===== config.mk =====
export PLATFORM = sky130hd
export DESIGN_NAME = version_tag_parse_compare
export DESIGN_NICKNAME = d
export VERILOG_FILES = /design/src/rtl/core/vtpc_pkg.sv /design/src/rtl/core/vtpc_front.sv /design/src/rtl/core/vtpc_fifo.sv /design/src/rtl/core/vtpc_back.sv /design/src/rtl/core/version_tag_parse_compare.sv
export VERILOG_INCLUDE_DIRS = /design/src /design/src/rtl/core
export SDC_FILE = /design/constraint.sdc
export NUM_CORES = 1
export LEC_CHECK = 0
export BUFFER_PORTS_ARGS = -buffer_cell sky130_fd_sc_hd__buf_2
export CORE_MARGIN = 10
export CORE_UTILIZATION = 25
export DETAILED_ROUTE_END_ITERATION = 16
export HOLD_SLACK_MARGIN = 0.06
export PLACE_DENSITY_LB_ADDON = 0.2
export SYNTH_ARGS = -nofsm -noshare
export SYNTH_HDL_FRONTEND = slang
export SYNTH_SLANG_ARGS = --single-unit

===== constraint.sdc =====
create_clock -name clk -period 5.9 [get_ports clk]
set_input_delay 1.18 -clock clk [delete_from_list [all_inputs] [get_ports clk]]
set_output_delay 1.18 -clock clk [all_outputs]
set_load 0.02 [all_outputs]

===== src/rtl/core/version_tag_parse_compare_macros.svh =====
// ----------------------------------------------------------------------------
// Version tag parse and compare: assertion macros
// Concurrent check helpers that compile away when SYNTHESIS is defined.
// ----------------------------------------------------------------------------
`ifndef VERSION_TAG_PARSE_COMPARE_MACROS_SVH
`define VERSION_TAG_PARSE_COMPARE_MACROS_SVH

`ifndef SYNTHESIS
// Same-cycle implication, disabled during reset.
`define VTPC_ASSERT_IMPL(label, clk, rst_n, ante, cons) \
  label: assert property (@(posedge clk) disable iff (!rst_n) (ante) |-> (cons)) \
    else $error("vtpc check failed");
// Next-cycle implication, disabled during reset.
`define VTPC_ASSERT_NEXT(label, clk, rst_n, ante, cons) \
  label: assert property (@(posedge clk) disable iff (!rst_n) (ante) |=> (cons)) \
    else $error("vtpc check failed");
`else
`define VTPC_ASSERT_IMPL(label, clk, rst_n, ante, cons)
`define VTPC_ASSERT_NEXT(label, clk, rst_n, ante, cons)
`endif

`endif


===== src/rtl/core/vtpc_pkg.sv =====
// ----------------------------------------------------------------------------
// Version tag parse and compare: package
// Shared types, character codes and the saturating digit accumulate.
// ----------------------------------------------------------------------------
package vtpc_pkg;

  localparam int unsigned NumW = 20;
  localparam logic [NumW-1:0] SatLimit = 20'd1000000;
  localparam int unsigned MidDepth = 2;

  localparam logic [7:0] ChLowerV = 8'h76;
  localparam logic [7:0] ChUpperV = 8'h56;
  localparam logic [7:0] ChDash   = 8'h2D;
  localparam logic [7:0] ChPlus   = 8'h2B;
  localparam logic [7:0] ChDot    = 8'h2E;
  localparam logic [7:0] ChZero   = 8'h30;
  localparam logic [7:0] ChNine   = 8'h39;
  localparam logic [7:0] ChSpace  = 8'h20;
  localparam logic [7:0] ChTab    = 8'h09;
  localparam logic [7:0] ChCr     = 8'h0D;

  localparam logic signed [1:0] OrdOlder = -2'sd1;
  localparam logic signed [1:0] OrdSame  = 2'sd0;
  localparam logic signed [1:0] OrdNewer = 2'sd1;

  typedef enum logic [3:0] {
    PH_LEAD    = 4'd0,
    PH_AFTER_V = 4'd1,
    PH_MAJOR   = 4'd2,
    PH_DOT1    = 4'd3,
    PH_MINOR   = 4'd4,
    PH_DOT2    = 4'd5,
    PH_PATCH   = 4'd6,
    PH_TRAIL   = 4'd7,
    PH_MARK    = 4'd8,
    PH_SUFFIX  = 4'd9,
    PH_BAD     = 4'd10
  } phase_t;

  // One finished string, as handed from the parser to the comparer.
  typedef struct packed {
    logic [NumW-1:0] major;
    logic [NumW-1:0] minor;
    logic [NumW-1:0] patch;
    logic            pre;
    logic            ok;
    logic            second;
  } rec_t;

  function automatic logic [NumW-1:0] sat_digit(input logic [NumW-1:0] acc,
                                                input logic [7:0] ch);
    logic [NumW+3:0] wide;
    logic [7:0]      dig;
    dig  = ch - ChZero;
    wide = ({4'b0, acc} << 3) + ({4'b0, acc} << 1) + {{(NumW - 4){1'b0}}, dig};
    if (wide > {4'b0, SatLimit}) begin
      return SatLimit;
    end
    return wide[NumW-1:0];
  endfunction

endpackage


===== src/rtl/core/vtpc_front.sv =====
// ----------------------------------------------------------------------------
// Version tag parse and compare: front parser
// Walks one character per accepted word and emits a record at string end.
// ----------------------------------------------------------------------------
module vtpc_front
  import vtpc_pkg::*;
(
  input  logic       clk,
  input  logic       rst_n,
  input  logic       take,
  input  logic [7:0] char_code,
  input  logic       no_char,
  input  logic       end_of_string,
  input  logic       second_string,
  output logic       rec_push,
  output rec_t       rec
);

  phase_t          phase_r, phase_nxt;
  logic [NumW-1:0] major_r, major_nxt;
  logic [NumW-1:0] minor_r, minor_nxt;
  logic [NumW-1:0] patch_r, patch_nxt;
  logic            pre_r, pre_nxt;
  logic            is_ws, is_dig, is_mark;
  logic [NumW-1:0] acc_in, acc_out;
  logic            ok;

  always_comb begin
    is_ws   = (char_code == ChSpace) || (char_code inside {[ChTab:ChCr]});
    is_dig  = char_code inside {[ChZero:ChNine]};
    is_mark = (char_code == ChDash) || (char_code == ChPlus);
  end

  // Only one number grows per character, so one accumulate unit is shared.
  always_comb begin
    case (phase_r)
      PH_DOT1, PH_MINOR: acc_in = minor_r;
      PH_DOT2, PH_PATCH: acc_in = patch_r;
      default:           acc_in = major_r;
    endcase
    acc_out = sat_digit(acc_in, char_code);
  end

  // Next state.
  always_comb begin
    phase_nxt = phase_r;
    major_nxt = major_r;
    minor_nxt = minor_r;
    patch_nxt = patch_r;
    pre_nxt   = pre_r;
    if (!no_char) begin
      case (phase_r)
        PH_LEAD: begin
          if (is_ws) begin
            phase_nxt = PH_LEAD;
          end else if ((char_code == ChLowerV) || (char_code == ChUpperV)) begin
            phase_nxt = PH_AFTER_V;
          end else if (is_dig) begin
            major_nxt = acc_out;
            phase_nxt = PH_MAJOR;
          end else begin
            phase_nxt = PH_BAD;
          end
        end
        PH_AFTER_V: begin
          if (is_dig) begin
            major_nxt = acc_out;
            phase_nxt = PH_MAJOR;
          end else begin
            phase_nxt = PH_BAD;
          end
        end
        PH_DOT1: begin
          if (is_dig) begin
            minor_nxt = acc_out;
            phase_nxt = PH_MINOR;
          end else begin
            phase_nxt = PH_BAD;
          end
        end
        PH_DOT2: begin
          if (is_dig) begin
            patch_nxt = acc_out;
            phase_nxt = PH_PATCH;
          end else begin
            phase_nxt = PH_BAD;
          end
        end
        PH_MAJOR, PH_MINOR, PH_PATCH, PH_TRAIL: begin
          if (is_dig && (phase_r != PH_TRAIL)) begin
            case (phase_r)
              PH_MAJOR: major_nxt = acc_out;
              PH_MINOR: minor_nxt = acc_out;
              default:  patch_nxt = acc_out;
            endcase
          end else if ((char_code == ChDot) && (phase_r == PH_MAJOR)) begin
            phase_nxt = PH_DOT1;
          end else if ((char_code == ChDot) && (phase_r == PH_MINOR)) begin
            phase_nxt = PH_DOT2;
          end else if (is_ws) begin
            phase_nxt = PH_TRAIL;
          end else if (is_mark) begin
            pre_nxt   = (char_code == ChDash);
            phase_nxt = PH_MARK;
          end else begin
            phase_nxt = PH_BAD;
          end
        end
        PH_MARK, PH_SUFFIX: phase_nxt = PH_SUFFIX;
        default:            phase_nxt = PH_BAD;
      endcase
    end
  end

  // Outputs: the record seen if this word ends the string.
  always_comb begin
    ok = phase_nxt inside {PH_MAJOR, PH_MINOR, PH_PATCH, PH_TRAIL, PH_SUFFIX};
    rec_push   = take && end_of_string;
    rec.ok     = ok;
    rec.second = second_string;
    rec.major  = ok ? major_nxt : '0;
    rec.minor  = ok ? minor_nxt : '0;
    rec.patch  = ok ? patch_nxt : '0;
    rec.pre    = ok && pre_nxt;
  end

  always_ff @(posedge clk) begin
    if (!rst_n) begin
      phase_r <= PH_LEAD;
      major_r <= '0;
      minor_r <= '0;
      patch_r <= '0;
      pre_r   <= 1'b0;
    end else if (take) begin
      if (end_of_string) begin
        phase_r <= PH_LEAD;
        major_r <= '0;
        minor_r <= '0;
        patch_r <= '0;
        pre_r   <= 1'b0;
      end else begin
        phase_r <= phase_nxt;
        major_r <= major_nxt;
        minor_r <= minor_nxt;
        patch_r <= patch_nxt;
        pre_r   <= pre_nxt;
      end
    end
  end

endmodule


===== src/rtl/core/vtpc_fifo.sv =====
// ----------------------------------------------------------------------------
// Version tag parse and compare: record queue
// Short first-in first-out buffer between the parser and the comparer.
// ----------------------------------------------------------------------------
module vtpc_fifo
  import vtpc_pkg::*;
(
  input  logic clk,
  input  logic rst_n,
  input  logic wr_en,
  input  rec_t wr_data,
  input  logic rd_en,
  output rec_t rd_data,
  output logic q_full,
  output logic q_empty
);

  localparam int unsigned PtrW = (MidDepth > 1) ? $clog2(MidDepth) : 1;
  localparam int unsigned CntW = $clog2(MidDepth + 1);

  rec_t            mem_r [MidDepth];
  logic [PtrW-1:0] wr_ptr_r, rd_ptr_r;
  logic [CntW-1:0] count_r, count_nxt;

  function automatic logic [PtrW-1:0] ptr_inc(input logic [PtrW-1:0] p);
    if (p == PtrW'(MidDepth - 1)) begin
      return '0;
    end
    return p + PtrW'(1);
  endfunction

  assign q_full  = (count_r == CntW'(MidDepth));
  assign q_empty = (count_r == '0);
  assign rd_data = mem_r[rd_ptr_r];

  always_comb begin
    count_nxt = count_r;
    if (wr_en && !rd_en) begin
      count_nxt = count_r + CntW'(1);
    end else if (!wr_en && rd_en) begin
      count_nxt = count_r - CntW'(1);
    end
  end

  always_ff @(posedge clk) begin
    if (wr_en) begin
      mem_r[wr_ptr_r] <= wr_data;
    end
  end

  always_ff @(posedge clk) begin
    if (!rst_n) begin
      wr_ptr_r <= '0;
      rd_ptr_r <= '0;
      count_r  <= '0;
    end else begin
      if (wr_en) begin
        wr_ptr_r <= ptr_inc(wr_ptr_r);
      end
      if (rd_en) begin
        rd_ptr_r <= ptr_inc(rd_ptr_r);
      end
      count_r <= count_nxt;
    end
  end

endmodule


===== src/rtl/core/vtpc_back.sv =====
// ----------------------------------------------------------------------------
// Version tag parse and compare: back comparer
// Holds the last first string, orders second strings and registers results.
// ----------------------------------------------------------------------------
module vtpc_back
  import vtpc_pkg::*;
(
  input  logic                   clk,
  input  logic                   rst_n,
  input  logic                   q_empty,
  input  rec_t                   q_data,
  output logic                   q_pop,
  input  logic                   res_pop,
  output logic                   res_vld,
  output rec_t                   res,
  output logic signed [1:0]      res_order
);

  rec_t              held_r;
  logic              out_vld_r;
  rec_t              out_r;
  logic signed [1:0] ord_r, ord_nxt;
  logic [3*NumW-1:0] num_a, num_b;

  assign q_pop     = !q_empty && (!out_vld_r || res_pop);
  assign res_vld   = out_vld_r;
  assign res       = out_r;
  assign res_order = ord_r;

  always_comb begin
    num_a   = {held_r.major, held_r.minor, held_r.patch};
    num_b   = {q_data.major, q_data.minor, q_data.patch};
    ord_nxt = OrdSame;
    if (q_data.second && q_data.ok && held_r.ok) begin
      if (num_a < num_b) begin
        ord_nxt = OrdOlder;
      end else if (num_a > num_b) begin
        ord_nxt = OrdNewer;
      end else if (held_r.pre != q_data.pre) begin
        // A release ranks above its own pre-release.
        ord_nxt = held_r.pre ? OrdOlder : OrdNewer;
      end
    end
  end

  always_ff @(posedge clk) begin
    if (q_pop) begin
      out_r <= q_data;
      ord_r <= ord_nxt;
    end
  end

  always_ff @(posedge clk) begin
    if (!rst_n) begin
      out_vld_r <= 1'b0;
      held_r    <= '0;
    end else begin
      if (q_pop) begin
        out_vld_r <= 1'b1;
      end else if (res_pop) begin
        out_vld_r <= 1'b0;
      end
      if (q_pop && !q_data.second) begin
        held_r <= q_data;
      end
    end
  end

endmodule


===== src/rtl/core/version_tag_parse_compare.sv =====
// ----------------------------------------------------------------------------
// Version tag parse and compare: top level
// Streams two version strings and reports parsed fields and their order.
// ----------------------------------------------------------------------------
// Throughput: the parser takes one character word per cycle while full is low.
// A string's record enters the record queue when its ending word is taken, and
// its result shows once the record moves from the queue into the output register.
// full rises only when the two-entry record queue fills behind a stalled output.
// Reset (synchronous, rst_n low) clears the parser, queue, held string and output.
`include "version_tag_parse_compare_macros.svh"

module version_tag_parse_compare
  import vtpc_pkg::*;
(
  input  logic                   clk,
  input  logic                   rst_n,
  input  logic [7:0]             in_char_code,
  input  logic                   in_no_char,
  input  logic                   in_end_of_string,
  input  logic                   in_second_string,
  input  logic                   push,
  output logic                   full,
  output logic [19:0]            out_major_value,
  output logic [19:0]            out_minor_value,
  output logic [19:0]            out_patch_value,
  output logic                   out_is_prerelease,
  output logic                   out_parsed_ok,
  output logic                   out_result_for_second,
  output logic signed [1:0]      out_order,
  output logic                   empty,
  input  logic                   pop
);

  logic take;
  logic rec_push;
  rec_t rec_in, rec_head, res;
  logic q_full, q_empty, q_pop;
  logic res_vld;

  assign take = push && !q_full;
  assign full = q_full;

  vtpc_front u_front (
    .clk           (clk),
    .rst_n         (rst_n),
    .take          (take),
    .char_code     (in_char_code),
    .no_char       (in_no_char),
    .end_of_string (in_end_of_string),
    .second_string (in_second_string),
    .rec_push      (rec_push),
    .rec           (rec_in)
  );

  vtpc_fifo u_fifo (
    .clk     (clk),
    .rst_n   (rst_n),
    .wr_en   (rec_push),
    .wr_data (rec_in),
    .rd_en   (q_pop),
    .rd_data (rec_head),
    .q_full  (q_full),
    .q_empty (q_empty)
  );

  vtpc_back u_back (
    .clk       (clk),
    .rst_n     (rst_n),
    .q_empty   (q_empty),
    .q_data    (rec_head),
    .q_pop     (q_pop),
    .res_pop   (pop),
    .res_vld   (res_vld),
    .res       (res),
    .res_order (out_order)
  );

  assign empty                 = !res_vld;
  assign out_major_value       = res.major;
  assign out_minor_value       = res.minor;
  assign out_patch_value       = res.patch;
  assign out_is_prerelease     = res.pre;
  assign out_parsed_ok         = res.ok;
  assign out_result_for_second = res.second;

  // A nonzero order only comes with a valid second string.
  `VTPC_ASSERT_IMPL(a_order_needs_second, clk, rst_n,
                    !empty && (out_order != OrdSame),
                    out_result_for_second && out_parsed_ok)
  // An invalid string reports all-zero fields.
  `VTPC_ASSERT_IMPL(a_bad_fields_zero, clk, rst_n, !empty && !out_parsed_ok,
                    (out_major_value == '0) && (out_minor_value == '0) &&
                    (out_patch_value == '0) && !out_is_prerelease)
  // Taking the last result with nothing queued leaves the output empty.
  `VTPC_ASSERT_NEXT(a_drain_empty, clk, rst_n, !empty && pop && q_empty, empty)

endmodule


==> results by stage, run 1 <==
Outcome:
- The flow ran to the end, and the final reports show no timing, DRC or antenna violations.

GRT:
- The number of antenna violations at the first check in global routing was 2.
- The first global-routing pass estimated 83600 um of wire.
- Entering global routing, the biggest net connects 123 pins.
- Global routing used 13.6% of the available tracks.
- Summed over all layers, the global routing overflow is 0.
- The via count of the first global-routing pass is 13300.

Placed design:
- In this run, placement finished with an instance count of 2639.
- At the end of routability-driven placement, the weighted congestion stood at 0.923.
- The half-perimeter wire length after placement is 41200 um.
- Port buffering added 81 buffers.
- Summing all placed instances gives a cell area of 19200 um^2.

Drt:
- The final route contains 13400 vias.
- For this run, design rule violations remaining after detail routing come to 0.
- Once detail routing completed, the nets flagged for antenna violations numbered 0.
- The wire length after detailed routing is 55300 um.
- The average routed wire per standard cell is 20.4 um.
- Dividing the detail-routed via count by the number of cells gives 4.96.
- The starting DRC count in detailed routing is 922.
- The total iterations of the first detailed-routing run is 6.

Final layout:
- After routing the design area is 20500 um^2.
- The number of antenna diodes in the final layout is 0.
- The library cells used most frequently in the layout, excluding fill and tap cells, are nand2_1 (209), edfxtp_1 (191), dfxtp_1 (128), buf_4 (104), ha_1 (102).
- The area growth from synthesis to layout is 18.9%.
- After the last flow step, the layout net total stands at 1922.
- The fraction of layout cells with a size suffix above 1 is 16.2%.
- The final non-filler cell total is 2707.
- Cells fill 29.9% of the core in the end.
- The total of fill cells in the finished design is 7135.
- Leaving out fill and tap cells, the most frequent cell in the layout is nand2_1.

Timing:
- The clock period could shrink to 5.52 ns.
- The final-report hold violation count came to 0.
- The final sum of negative setup slack is 0 ns.
- The final number of max-transition violations came to 0.
- Across all hold checks on the routed design, the worst slack comes to 0.470 ns.
- At the pin with the least slew margin, the transition time is 1.09 ns.
- The worst slew margin relative to its limit is 27.0%.
- Static timing analysis puts the maximum clock frequency at 181 MHz.
- After layout, the worst path uses 93.5% of the clock period.
- Setup repair after global routing left no endpoint under its margin.
- Setup violations remaining at the end of the flow were counted as 0.
- The setup clock skew after layout is 0.0163 ns.

Yosys:
- The proportion of synthesized chip area in sequential cells is 48.8%.
- The average instance in the mapped netlist occupies 10.4 um^2.
- The proportion of netlist area held by the largest area contributor is 33.3%.
- The cell taking the most area after synthesis is edfxtp_1.
- The number of cells produced by synthesis is 1656.
- Sorting the synthesized cells by area gives the leading types as edfxtp_1 (33%), dfxtp_1 (15%), ha_1 (7.4%), nand2_1 (4.6%), mux2i_1 (3.7%).
- Counting flops with a built-in enable in the synthesized netlist gives 191.
- The flip-flop cell with the highest count after synthesis is edfxtp_1.
- The share of async-settable or async-resettable flops after synthesis is 0%.
- The synthesized netlist occupies a cell area of 17200 um^2.
- The Yosys step of the flow raised 0 warnings.
- The number of nets in the synthesized netlist is 1779.
- Counting flops and latches in the post-synthesis netlist gives 324.
- The unique cell type count in the Yosys netlist is 98.

Setup path:
- The data arrival time of the critical path is 5.81 ns.
- The worst-path maximum fanout is 12.
- The largest single stage delay on the critical path is 0.57 ns.
- STA classifies the critical path startpoint as a flop.
- The category of the worst setup path capture point is a flop.
- The required time at the worst-slack endpoint is 6.20 ns.
- By instance count, the cell type seen most on the critical path is buf_4.
- Among all stages on the critical path, the largest delay is contributed by or4_4.
- Walking the worst path, the cells encountered are nand2b_1, o32ai_4, nor2_1, buf_4, buf_4, nand2_1, nand2_1, ha_1, ha_1, fa_1, a21o_1, a22oi_1, a21oi_2, xor2_1, or4_4, o21ai_2, a211oi_4, buf_4, buf_4, nor3_4, nand2_1, a21oi_1.
- The setup path with the least slack is of type flop to flop.

Power:
- The power density over cell area is 358 nW/um^2.
- The static leakage is 8.79 nW.
- Across the VDD grid, the largest voltage drop is 0.270 mV.

Die:
- For this configuration, the core starts out at a cell density of 25.1%.
- The die span in y is 282 um.
- The floorplan step defined a die boundary enclosing 79700 um^2.
- The area of the placeable core is 68500 um^2.
- The I/O pin count is 82.
- The number of rows created at floorplan is 96.
- The horizontal extent of the die is 282 um.

Worst hold path:
- The kind of path behind the tightest hold check is flop to flop.

Clock tree:
- No sink is reached through more buffers than the 3 on the longest clock path.
- The clock tree synthesis step divided the H-tree into 2 levels.
- Clock-pin slew was measured on the worst setup and hold paths at 0.06 ns.
- The clock latency at the later pin of the worst-skew pair is 0.54 ns.
- The CTS tree is yes.
- The number of clock sinks is 324.
- The clock tree root buffer cell is clkbuf_16.
- In this run, CTS created clock tree buffers numbering 37.

Flow run:
- Across the run, the number of max-cap violations was 0.
-- metal layers --
metal / part of all wire, % / wire length (um) / track usage [%]
met5: 0.038 / 21 / 0
met4: 3.7 / 2070 / 5.31
met3: 4.7 / 2630 / 2.02
met2: 46 / 25600 / 22.1
met1: 45 / 25000 / 18.0
-- kinds of logic (layout without fill, tap and decap cells) --
| logic type | after synthesis | in the layout | synth area share, % |
|---|---|---|---|
| and+or+nand+nor | 480 | 480 | 13.6 |
| adders and majority gates | 108 | 108 | 8.12 |
| buffers and inverters | 189 | 358 | 4.52 |
| DFF | 324 | 324 | 48.8 |
| muxes | 67 | 67 | 3.94 |
| xor gates and xnor gates | 25 | 25 | 1.36 |
| AOI/OAI and AO/OA | 463 | 463 | 19.7 |
-- area by class of cell --
class / count / area [um^2] / area share [%]
timing repair buffer: 192 / 1330 / 6.48
tap: 882 / 1100 / 5.39
multi-input combinational: 1143 / 8090 / 39.5
sequential: 324 / 8410 / 41.1
clock buffer: 51 / 1010 / 4.93
inverter: 101 / 379 / 1.85
clock inverter: 14 / 149 / 0.728
-- registers in the layout (all words and copies together), names as in the netlist, named ones only --
register,count
u_fifo.mem_r,126
u_front.major_r,20
u_fifo.count_r,2
u_fifo.rd_ptr_r,1
u_front.patch_r,20
u_back.res,63
u_back.res_order,2
u_front.pre_r,1
u_back.held_r,62
u_fifo.wr_ptr_r,1
u_front.minor_r,20
u_front.phase_r,4
u_back.res_vld,1
-- worst max-delay path: cells and delay by family (launching register included) --
| kind | cells | cell delay (ns) |
|---|---|---|
| and+or+nand+nor | 7 | 1.59 |
| adders and majority gates | 3 | 0.91 |
| xor gates and xnor gates | 1 | 0.20 |
| buffers and inverters | 4 | 0.81 |
| DFF | 1 | 0.43 |
| AOI/OAI and AO/OA | 7 | 1.33 |
-- final timing paths --
| path | from | end | slack, ns | depth (start not counted) |
|---|---|---|---|---|
| hold / removal | u_front.major_r[10] | u_front.major_r[10] | 0.47 | 2 |
| setup / recovery | u_front.phase_r[3] | u_fifo.mem_r[0][35] | 0.38 | 22 |
| hold reg to reg | u_front.major_r[10] | u_front.major_r[10] | 0.47 | 2 |
| setup reg to reg | u_front.phase_r[3] | u_fifo.mem_r[0][35] | 0.38 | 22 |
-- synth_stat cells (10+ instances only) --
library cell and number:
a31oi_1 10, and3_1 13, buf_2 17, mux2i_1 63, ha_1 102, nand4_1 23
and2_1 27, o21ai_0 65, o211a_1 60, dfxtp_1 133, o21ai_1 11, nand3_1 39
a22oi_1 36, nand2_1 209, inv_1 101, nor2_1 83, xor2_1 15, nand2b_1 17
nor2b_1 17, buf_1 11, edfxtp_1 191, a21o_1 39, a21oi_1 93, clkbuf_1 52
a22o_1 22, nor3_1 11, o31ai_1 10
-- metrics by stage --
step	worst slack, ns	power, mW
2_1_floorplan	0.831	4.46
3_3_place_gp	0.250	5.16
3_5_place_dp	0.267	5.19
4_1_cts	0.267	7.48
5_1_grt	0.0188	7.77
6_report	0.382	7.34
-- where the power goes --
group | leakage (nW) | internal [mW] | switching (mW) | total [mW]
logic | 5.32 | 0.710 | 1.30 | 2.01
clock network | 0.570 | 1.33 | 0.919 | 2.25
registers | 2.90 | 2.90 | 0.186 | 3.08
total | 8.79 | 4.93 | 2.40 | 7.34
-- timing repair --
item | in CTS | in global routing
setup buffers | 0 | 3
resized for setup | 0 | 9
endpoints found under the setup margin | 0 | 34
hold buffers | 0 | 0
Power figures use the tool's default switching activity.
==> inputs of run 2 (changes only) <==
RECOVER_POWER = 25   (was default)
clock period = 7.1 ns   (was 5.9 ns; I/O delays follow)
==> run 2 against run 1 <==
Critical endpoint is now u_fifo.mem_r[1][37]. Cell area shrank 3.2%. Via count shrank 1.6%. The flow now finishes with violations (max-capacitance violations, max-slew violations). Clock skew shrank 0.0030 ns. Worst setup slack gained 0.61 ns. Die area is the same. Non-clock buffer count shrank 69. Highest routed layer unchanged. Global-route usage shrank 0.32 points. Critical path type unchanged. Sequential share of layout area grew 1.3 points.
==> results by stage, run 2 (synthesis results as in run 1) <==
Setup path:
- The start-to-end type of the worst setup path is flop to flop.
- In this run the worst setup path begins at u_front.phase_r[0].
- The worst-path maximum fanout is 23.
- The required time at the worst-slack endpoint is 7.49 ns.
- The critical path startpoint category is a flop.
- The data arrival time of the critical path is 6.50 ns.
- The startpoint identified for the worst register-to-register timing path is u_front.phase_r[0].
- The category of the worst setup path capture point is a flop.

Worst hold path:
- The source of the worst hold timing path is u_front.major_r[13].
- The kind of path behind the tightest hold check is flop to flop.

GRT:
- The maximum number of pins on one net before global-route repair is 70.
- The first-pass GRT wire length is 82300 um.
- The overall routing resource usage is 13.3%.
- Global routing finished with a remaining overflow of 0.
- The via count of the first global-routing pass came to 13100.
- The number of antenna violations at the first check in global routing came to 4.

Final layout:
- The flip-flop count of the largest register, all copies and words added is 126.
- In the layout the commonest cells are nand2_1 (209), edfxtp_1 (191), dfxtp_1 (133), ha_1 (102), inv_1 (100).
- u_fifo.mem_r holds more flip-flops than any other register.
- The fraction of layout cells with a size suffix above 1 is 11.7%.
- For this run, the post-layout net count is 1852.
- The most frequent standard cell in the layout excluding fill and tap cells is nand2_1.
- The layout-stage area growth over the synthesis result is 15.1%.

Timing:
- The final-report hold violation count is 0.
- The count of final setup violators is 0.
- The measured slew at the worst slew-check pin is 3.55 ns.
- The highest achievable clock rate is 164 MHz.
- Headroom to the max-slew limit came out at -137%.
- Of the available clock period, the critical path in the final layout requires 86.0%.
- The final number of max-transition violations is 175.
- Across the routed clock network, the largest skew measured is 0.0133 ns.
- The post-layout minimum cycle time is 6.11 ns.
- In the final timing run, aggregate negative setup slack is 0 ns.
- Setup repair after global routing left no endpoint under its margin.

Outcome:
- The flow ran to the end, but the final reports show violations.
- The final reports fail on max-capacitance violations, max-slew violations.

Clock tree:
- The longest clock path from root to sink contains 3 buffers.
- The clock latency at the later pin of the worst-skew pair is 0.53 ns.
- The number of gates resized after CTS is 0.
- The number of hold buffers added after CTS was 0.
- The clock buffer count from CTS is 36.
- The tree is rooted in a clkbuf_16.
- The register clock-pin slew on the reported worst setup and hold paths is 0.06 ns.
- CTS built an H-tree with a depth of 2.
- Once the clock tree was built, the setup fixing pass inserted 0 buffers.
- The CTS tree is yes.
- The number of clock sinks is 324.

Die:
- The die covers 79700 um^2.
- The floorplan step set the die width to 282 um.
- The number of rows created at floorplan is 96.
- During I/O placement, the number of pins put on the boundary was 82.
- The initial cell density of the core is 25.1%.
- From bottom edge to top edge, the die measures 282 um.
- The area of the placeable core is 68500 um^2.

Drt:
- Dividing the detail-routed via count by the number of cells gives 5.01.
- The detailed router used layers up to and including met5.
- The detailed-routing wirelength on met1 is 24900 um.
- Across all layers, the routed design uses 13200 vias.
- The detailed-routed wire length on met3 is 3070 um.
- The total iterations of the first detailed-routing run is 5.
- The length of routed met2 wiring is 24500 um.
- After detailed routing, the average wire length per cell comes to 20.5 um.
- The number of antenna-violating nets in the routed design is 0.
- The starting DRC count in detailed routing is 923.
- After detailed routing, the number of remaining DRC violations is 0.
- The wire length after detailed routing is 54100 um.

Flow run:
- Across the run, the number of max-cap violations was 3.

Power:
- The static leakage is 8.36 nW.
- The power density over cell area is 307 nW/um^2.
- The maximum vdd drop is 0.151 mV.
- The total power consumption of the routed design is 6.08 mW.

Placed design:
- The congestion estimate from routability-driven global placement came to 0.894.
- The half-perimeter wire length after placement is 40200 um.
- The count of buffers inserted at the top-level ports is 81.
run 2: path summary, 6_finish.rpt:
check,slack [ns],end,depth (start not counted)
hold reg to reg,0.47,u_front.major_r[13],2
setup / recovery,0.99,u_fifo.mem_r[1][37],19
setup reg to reg,0.99,u_fifo.mem_r[1][37],19
hold / removal,0.47,u_front.major_r[13],2
run 2: area by class of cell:
type	instances	area (um^2)
Antenna cell	1	2.50
Clock buffer	56	1030
Clock inverter	10	139
Fill cell	7166	48700
Inverter	101	379
Multi-Input combinational cell	1143	8060
Sequential cell	324	8400
Tap cell	882	1100
Timing Repair Buffer	123	702
run 2: critical path, stage by stage, from the launching register on:
cell and delay [ns]:
dfxtp_1 0.57, nand2b_1 0.15, a21oi_1 0.17, buf_4 0.30
nor2_1 0.07, buf_4 0.22, a221oi_1 0.56, inv_1 0.13
fa_1 0.48, ha_1 0.36, a21o_1 0.21, a221oi_2 0.36
o21ai_2 0.15, a31o_1 0.25, xor2_1 0.31, nand2_1 0.21
nor3_1 0.70, nor3_1 0.15, a211oi_1 0.39, buf_4 0.21
run 2: where the power goes:
part | switching (mW) | leakage, nW | internal [mW]
sequential | 0.165 | 2.90 | 2.42
combinational | 1.05 | 4.91 | 0.575
clock | 0.760 | 0.554 | 1.11
run 2: per-layer routing:
metal	track usage, %	vias to the layer above
met2	21.2	361
met1	18.2	6504
met5	0	-
met3	2.05	85
met4	4.21	6
li1	-	6262
run 2: through the flow:
stage / hold WS (ns) / cells / util (%) / worst slack, ns / area, um^2
6_report: 0.472 / 2640 / 28.9 / 0.994 / 19800
5_1_grt: 0.497 / 2639 / 28.9 / 0.528 / 19800
4_1_cts: 0.473 / 2639 / 29.0 / 0.980 / 19800
3_5_place_dp: 0.464 / 2573 / 27.3 / 0.995 / 18700
3_3_place_gp: 0.461 / 2573 / 27.3 / 1.07 / 18700
2_1_floorplan: 0.443 / 1656 / - / 1.79 / 17200
